===== src/hw/rtl/pli_pkg.sv =====
// Shared types and constants for the positional list block.
// Used by pli_cell and positional_list_insert_delete; depends on nothing.
package pli_pkg;

    localparam int ValueWidth = 32;
    localparam int PosWidth   = 8;

    localparam logic [1:0] OP_INSERT = 2'd0;
    localparam logic [1:0] OP_DELETE = 2'd1;
    localparam logic [1:0] OP_SHOW   = 2'd2;

    typedef enum logic [1:0] {
        STAT_OK    = 2'd0,
        STAT_POS   = 2'd1,
        STAT_FULL  = 2'd2,
        STAT_EMPTY = 2'd3
    } status_t;

    typedef enum logic [1:0] {
        S_IDLE,
        S_SHOW
    } state_t;

    typedef enum logic [1:0] {
        CM_HOLD,
        CM_INSERT,
        CM_DELETE,
        CM_ROTATE
    } cell_mode_t;

    // Broadcast to every cell: first is the zero-based target slot,
    // tail is the zero-based slot of the last held entry.
    typedef struct packed {
        cell_mode_t          mode;
        logic [PosWidth-1:0] first;
        logic [PosWidth-1:0] tail;
    } cell_ctrl_t;

endpackage


===== src/hw/rtl/positional_list_insert_delete.sv =====
// Top level of the positional list: command control and the chain of cells.
// Depends on pli_pkg and pli_cell.
//
// A command transfers at a rising edge where start is high and busy is low.
// Insert, delete and every rejected command finish without busy: the cells shift
// in parallel at the transfer edge and one result appears with result_valid
// in the next cycle, while busy stays low, so a new command may follow at
// once. Show on a non-empty list holds busy high in the show state and
// delivers one entry per cycle, as the held entries rotate through the head
// cell of the chain; last marks the final one. The receiver cannot stall:
// each result is present for exactly one cycle.
module positional_list_insert_delete #(
    parameter int CAPACITY = 32
) (
    input  logic                                   clk,
    input  logic                                   rst_n,
    input  logic                                   start,
    output logic                                   busy,
    input  logic [1:0]                             op,
    input  logic signed [pli_pkg::ValueWidth-1:0]  value,
    input  logic [pli_pkg::PosWidth-1:0]           position,
    output logic                                   result_valid,
    output pli_pkg::status_t                       status,
    output logic signed [pli_pkg::ValueWidth-1:0]  element,
    output logic [5:0]                             element_count,
    output logic                                   last
);
    import pli_pkg::*;

    localparam int CW = $clog2(CAPACITY + 1);

    state_t state_reg;
    state_t state_next;

    logic [CW-1:0] cnt_reg;
    logic [CW-1:0] cnt_next;
    logic [CW-1:0] show_idx_reg;
    logic [CW-1:0] show_idx_next;

    logic                     res_valid_reg;
    logic                     res_valid_next;
    status_t                  status_reg;
    status_t                  status_next;
    logic signed [ValueWidth-1:0] element_reg;
    logic signed [ValueWidth-1:0] element_next;
    logic                     last_reg;
    logic                     last_next;

    cell_ctrl_t ctrl;
    logic signed [ValueWidth-1:0] cell_data [CAPACITY];

    logic          accept;
    logic [8:0]    pos_ext;
    logic [8:0]    cnt_ext;
    logic          ins_pos_ok;
    logic          del_pos_ok;
    logic          full;
    logic [CW-1:0] cnt_minus_one;
    logic          show_last;
    logic [CW+5:0] cnt_wide;

    assign accept        = start && (state_reg == S_IDLE);
    assign pos_ext       = {1'b0, position};
    assign cnt_ext       = 9'(cnt_reg);
    assign ins_pos_ok    = (position != '0) && (pos_ext <= cnt_ext + 9'd1);
    assign del_pos_ok    = (position != '0) && (pos_ext <= cnt_ext);
    assign full          = (cnt_reg == CW'(CAPACITY));
    assign cnt_minus_one = cnt_reg - CW'(1);
    assign show_last     = (show_idx_reg == cnt_minus_one);

    // Next state.
    always_comb
    begin
        state_next = state_reg;
        case (state_reg)
            S_IDLE:
            begin
                if (accept && (op == OP_SHOW) && (cnt_reg != '0))
                begin
                    state_next = S_SHOW;
                end
            end
            S_SHOW:
            begin
                if (show_last)
                begin
                    state_next = S_IDLE;
                end
            end
            default:
            begin
                state_next = S_IDLE;
            end
        endcase
    end

    // Outputs, cell control and count update.
    always_comb
    begin
        ctrl.mode      = CM_HOLD;
        ctrl.first     = position - PosWidth'(1);
        ctrl.tail      = PosWidth'(cnt_minus_one);
        cnt_next       = cnt_reg;
        show_idx_next  = show_idx_reg;
        res_valid_next = 1'b0;
        status_next    = STAT_OK;
        element_next   = '0;
        last_next      = 1'b1;
        case (state_reg)
            S_IDLE:
            begin
                show_idx_next = '0;
                if (accept)
                begin
                    case (op)
                        OP_INSERT:
                        begin
                            res_valid_next = 1'b1;
                            if (!ins_pos_ok)
                            begin
                                status_next = STAT_POS;
                            end
                            else if (full)
                            begin
                                status_next = STAT_FULL;
                            end
                            else
                            begin
                                ctrl.mode = CM_INSERT;
                                cnt_next  = cnt_reg + CW'(1);
                            end
                        end
                        OP_DELETE:
                        begin
                            res_valid_next = 1'b1;
                            if (!del_pos_ok)
                            begin
                                status_next = STAT_POS;
                            end
                            else
                            begin
                                ctrl.mode = CM_DELETE;
                                cnt_next  = cnt_minus_one;
                            end
                        end
                        OP_SHOW:
                        begin
                            // A non-empty show produces its items from the
                            // show state instead.
                            if (cnt_reg == '0)
                            begin
                                res_valid_next = 1'b1;
                                status_next    = STAT_EMPTY;
                            end
                        end
                        default:
                        begin
                            res_valid_next = 1'b1;
                            status_next    = STAT_POS;
                        end
                    endcase
                end
            end
            S_SHOW:
            begin
                ctrl.mode      = CM_ROTATE;
                res_valid_next = 1'b1;
                element_next   = cell_data[0];
                last_next      = show_last;
                show_idx_next  = show_idx_reg + CW'(1);
            end
            default:
            begin
                ctrl.mode = CM_HOLD;
            end
        endcase
    end

    always_ff @(posedge clk or negedge rst_n)
    begin
        if (!rst_n)
        begin
            state_reg     <= S_IDLE;
            cnt_reg       <= '0;
            show_idx_reg  <= '0;
            res_valid_reg <= 1'b0;
        end
        else
        begin
            state_reg     <= state_next;
            cnt_reg       <= cnt_next;
            show_idx_reg  <= show_idx_next;
            res_valid_reg <= res_valid_next;
        end
    end

    always_ff @(posedge clk)
    begin
        status_reg  <= status_next;
        element_reg <= element_next;
        last_reg    <= last_next;
    end

    genvar gi;
    generate
        for (gi = 0; gi < CAPACITY; gi++)
        begin : g_cell
            logic signed [ValueWidth-1:0] left_d;
            logic signed [ValueWidth-1:0] right_d;
            if (gi == 0)
            begin : g_head
                assign left_d = value;
            end
            else
            begin : g_mid
                assign left_d = cell_data[gi-1];
            end
            if (gi == CAPACITY - 1)
            begin : g_end
                assign right_d = cell_data[gi];
            end
            else
            begin : g_inner
                assign right_d = cell_data[gi+1];
            end
            pli_cell #(
                .IDX(gi)
            ) u_cell (
                .clk       (clk),
                .ctrl      (ctrl),
                .value     (value),
                .left_data (left_d),
                .right_data(right_d),
                .head_data (cell_data[0]),
                .data      (cell_data[gi])
            );
        end
    endgenerate

    assign cnt_wide      = {6'd0, cnt_reg};
    assign busy          = (state_reg == S_SHOW);
    assign result_valid  = res_valid_reg;
    assign status        = status_reg;
    assign element       = element_reg;
    assign element_count = cnt_wide[5:0];
    assign last          = last_reg;

    // A show item that is not the final one is always followed by another.
    a_show_continues: assert property (@(posedge clk) disable iff (!rst_n)
        (result_valid && !last) |=> result_valid)
        else $error("show stream broke before its final item");

    // Every command other than show answers with a single final item.
    a_single_reply: assert property (@(posedge clk) disable iff (!rst_n)
        (start && !busy && (op != OP_SHOW)) |=> (result_valid && last))
        else $error("single-item command gave no final result");

    // Each busy cycle delivers one entry in the next cycle.
    a_busy_delivers: assert property (@(posedge clk) disable iff (!rst_n)
        busy |=> result_valid)
        else $error("show cycle produced no result");

    // The count never passes the capacity.
    a_count_bound: assert property (@(posedge clk) disable iff (!rst_n)
        cnt_reg <= CW'(CAPACITY))
        else $error("entry count exceeds capacity");

endmodule


===== src/hw/rtl/pli_cell.sv =====
// One slot of the list chain: holds one entry and loads from its neighbors, the new value or the head slot.
// Depends on pli_pkg for the control struct and widths.
module pli_cell #(
    parameter int IDX = 0
) (
    input  logic                                   clk,
    input  pli_pkg::cell_ctrl_t                    ctrl,
    input  logic signed [pli_pkg::ValueWidth-1:0]  value,
    input  logic signed [pli_pkg::ValueWidth-1:0]  left_data,
    input  logic signed [pli_pkg::ValueWidth-1:0]  right_data,
    input  logic signed [pli_pkg::ValueWidth-1:0]  head_data,
    output logic signed [pli_pkg::ValueWidth-1:0]  data
);
    import pli_pkg::*;

    localparam logic [PosWidth-1:0] MyIdx = PosWidth'(IDX);

    logic signed [ValueWidth-1:0] data_reg;
    logic signed [ValueWidth-1:0] data_next;

    always_comb
    begin
        data_next = data_reg;
        case (ctrl.mode)
            CM_INSERT:
            begin
                if (MyIdx == ctrl.first)
                begin
                    data_next = value;
                end
                else if (MyIdx > ctrl.first)
                begin
                    data_next = left_data;
                end
            end
            CM_DELETE:
            begin
                if (MyIdx >= ctrl.first)
                begin
                    data_next = right_data;
                end
            end
            CM_ROTATE:
            begin
                // The held entries turn as a ring so that the head slot
                // presents each one in order and the list is whole again
                // once every entry has been presented.
                if (MyIdx < ctrl.tail)
                begin
                    data_next = right_data;
                end
                else if (MyIdx == ctrl.tail)
                begin
                    data_next = head_data;
                end
            end
            default:
            begin
                data_next = data_reg;
            end
        endcase
    end

    always_ff @(posedge clk)
    begin
        data_reg <= data_next;
    end

    assign data = data_reg;

endmodule

===== config.mk =====
export PLATFORM = sky130hd
export DESIGN_NAME = positional_list_insert_delete
export DESIGN_NICKNAME = d
export VERILOG_FILES = /design/src/hw/rtl/pli_pkg.sv /design/src/hw/rtl/positional_list_insert_delete.sv /design/src/hw/rtl/pli_cell.sv
export SDC_FILE = /design/constraint.sdc
export NUM_CORES = 2
export LEC_CHECK = 0
export ABC_CLOCK_PERIOD_IN_PS = 11500
export BUFFER_PORTS_ARGS = -buffer_cell sky130_fd_sc_hd__buf_4
export CAP_MARGIN = 10
export CORE_AREA = 2 2 326 490
export DETAILED_ROUTE_END_ITERATION = 12
export DIE_AREA = 0 0 328 492
export PLACE_DENSITY = 0.65
export SLEW_MARGIN = 20
export SYNTH_ARGS = -nofsm -noshare
export SYNTH_HDL_FRONTEND = slang
export SYNTH_HIERARCHICAL = 1
export SYNTH_SLANG_ARGS = --single-unit
export TNS_END_PERCENT = 20

===== constraint.sdc =====
create_clock -name clk -period 11.5 [get_ports clk]
set_input_delay 1.725 -clock clk [delete_from_list [all_inputs] [get_ports clk]]
set_output_delay 1.725 -clock clk [all_outputs]
set_load 0.01 [all_outputs]

==> impl_metrics.json <==
{
  "crit_family": "buffers and inverters",
  "fin_ws_ns": 5.19,
  "endpoint_kind": "flip-flop",
  "finalHoldViolCount": 0,
  "dp_cells": 8250,
  "drv_cap": 0,
  "worst_pin_slew_ns": 1.15,
  "path_max_fanout": 133,
  "ant_nets": 0,
  "drv_slew": 0,
  "hold_class": "reg -> reg",
  "switching_share_pct": 30.5,
  "syn_area_per_cell_um2": 11.6,
  "cts_sinks": 1073,
  "die_x_um": 328,
  "power_density_nw_per_um2": 137,
  "drc": 0,
  "grt_max_degree": 202,
  "row_count": 179,
  "hpwl_mm": 158,
  "design.core.area_um2": 157000,
  "path_clk_slew_ns": 0.06,
  "ys_seq_elements": 1073,
  "skew_ns": 0.0289,
  "fin_setup_tns_ns": 0,
  "vias": 57700,
  "netlist_area_um2": 75000,
  "cts-root-buf": "clkbuf_16",
  "place_area_um2": 76400,
  "drive_above_1_share_pct": 13.6,
  "clock_power_share_pct": 31.9,
  "cts_buffers": 107,
  "die_area_um2": 161000,
  "cts_setup_buffers": 0,
  "combPwrFrac_pct": 18.7,
  "fin_cells": 8453,
  "wl_per_cell_um": 30.0,
  "grt_usage_pct": 30.3,
  "io_pins": 88,
  "crit_buf_inv": 4,
  "required_ns": 11.98,
  "setup_viol": 0,
  "synth_top_area_share_pct": 41.0,
  "grt-ovfl-total": 0,
  "largest_reg_flops": 1024,
  "vias_per_cell": 6.83,
  "first_iter_violations": 6505,
  "synthCells": 6480,
  "grt_pass1_vias": 56000,
  "startpoint_type": "flip-flop",
  "cts.repair.resized": 0,
  "ys_seq_area_share_pct": 42.4,
  "final_area_um2": 79900,
  "final_common_cell": "mux2i_1",
  "async_reset_ff_share_pct": 1.30,
  "status": "finished clean",
  "period_needed_ns": 6.31,
  "max-slew-margin-rel_pct": 23.4,
  "final_nets": 6347,
  "switching_power_mw": 3.34,
  "arrival_ns": 6.79,
  "slowest_stage": "nor4b_4",
  "period_share_pct": 54.9,
  "synthDistinctLibCells": 125,
  "area_delta_synth_final_pct": 6.47,
  "fillers": 13700,
  "portBuffers": 87,
  "yosys.area.top_type": "edfxtp_1",
  "wirelength_mm": 254,
  "synth_warnings": 6,
  "place_congestion": 0.906,
  "seqPwrFrac_pct": 49.4,
  "hold_buffers": 0,
  "p_int_mw": 7.60,
  "ys_top_cells_by_area": "edfxtp_1 (41%), mux2i_1 (23%), a32oi_1 (2.3%)",
  "cts_tree": "done",
  "grt_pass1_wl_mm": 376,
  "layout_common_cells": "mux2i_1 (1701), edfxtp_1 (1024), nor2_1 (256)",
  "synth_edf_count": 1024,
  "synth_ff_type": "edfxtp_1",
  "initial_core_util_pct": 47.7,
  "power.leakage_nw": 37.1,
  "critPathKind": "reg -> reg",
  "antenna_found_initial": 3,
  "cts_max_level": 3,
  "die-height_um": 492,
  "slowest_delay_ns": 0.85,
  "timing.fmax_ghz": 0.158,
  "rsz0062_at_grt": "false",
  "firstDrtPassIters": 8,
  "clockBufferDepth": 3,
  "pre_cts_ws_ns": 4.80,
  "peakVddDrop_mv": 0.139,
  "path_cells": "inv_2 -> ha_1 -> inv_2 -> ha_1 -> nor2b_1 -> o211ai_1 -> a211oi_2 -> nor2_2 -> a41o_4 -> buf_12 -> nor4b_4 -> buf_4 -> mux2_1 -> a221o_1",
  "worstSkewPairLatency_ns": 0.74
}
worst reg2reg max path: stages, from the launching register on:
cell      delay [ns]
dfrtp_1         0.63
inv_2           0.15
ha_1            0.37
inv_2           0.56
ha_1            0.39
nor2b_1         0.14
o211ai_1        0.18
a211oi_2        0.13
nor2_2          0.24
a41o_4          0.61
buf_12          0.53
nor4b_4         0.94
buf_4           0.48
mux2_1          0.38
a221o_1         0.34
through the flow:
stage               util, %  power [mW]  hold slack, ns
floorplan                 -        6.54           0.468
global placement       48.5        7.35           0.489
detailed placement     48.5        7.43           0.497
CTS                    50.6        10.9           0.508
global route           50.7        11.3           0.534
finish                 50.7        10.9           0.501
cell usage after synthesis, drive strengths merged, types with 34 or more instances:
cell type and instances:
and3 75, nor2 264, a21boi 65, nand3b 34, inv 126, mux2i 1701, o31a 34, edfxtp 1024
a211oi 71, a22oi 36, a221oi 96, o31ai 234, nand2b 132, dfxtp 35, nand2 149, nand3 168
a31oi 167, a41oi 65, o221ai 35, and2 43, nor3 198, a32oi 193, nor2b 45, clkbuf 332
o32a 64, o21ai 285, nand4 90, buf 318
power by group through the flow:
stage | Clock, mW | Combinational [mW] | Sequential, mW
after floorplan | 0 | 1.23 | 5.31
final | 3.49 | 2.05 | 5.40
after global routing | 3.65 | 2.18 | 5.44
after global placement | 0 | 1.91 | 5.44
after detailed placement | 0 | 1.98 | 5.45
after CTS | 3.53 | 1.98 | 5.37
path summary, 6_finish.rpt:
check                                 start                          to  slack [ns]  cells past startpoint
hold / removal              show_idx_reg[0]             show_idx_reg[0]        0.50                      1
max in group asynchronous             rst_n             show_idx_reg[4]       10.49                      1
setup reg to reg           element_count[0]  g_cell[31].u_cell/data[16]        5.19                     14
hold reg to reg             show_idx_reg[0]             show_idx_reg[0]        0.50                      1
setup / recovery           element_count[0]  g_cell[31].u_cell/data[16]        5.19                     14
min in group asynchronous             rst_n            element_count[2]        0.84                      1
metal layers:
metal	global-route usage, %	vias to the layer above	wire length, µm
met4	19.8	4	19200
met3	5.14	749	22200
met2	47.2	3282	114000
li1	-	25300	-
met5	0	-	31
met1	38.9	28400	98900
logic make-up after synthesis:
group / count (synthesis) / share of synthesized area [%]
multiplexers: 1734 / 23.2
adder cells (fa/ha/maj): 20 / 0.330
AND/OR/NAND/NOR: 1308 / 10.3
AO/OA/AOI/OAI: 1532 / 17.2
buffers and inverters: 785 / 6.25
flip-flops: 1073 / 42.4
XOR/XNOR: 27 / 0.325
other: 1 / 0.00500
layout make-up:
cell class                      instances  area (µm²)  area share, %
Multi-Input combinational cell       4707       39500           49.4
Sequential cell                      1073       31800           39.8
Clock buffer                          137        2850           3.57
Tap cell                             2081        2600           3.26
Timing Repair Buffer                  266        2220           2.77
Inverter                              128         480          0.601
Clock inverter                         58         475          0.595
Antenna cell                            3        7.51        0.00940
Power figures use the tool's default switching activity.
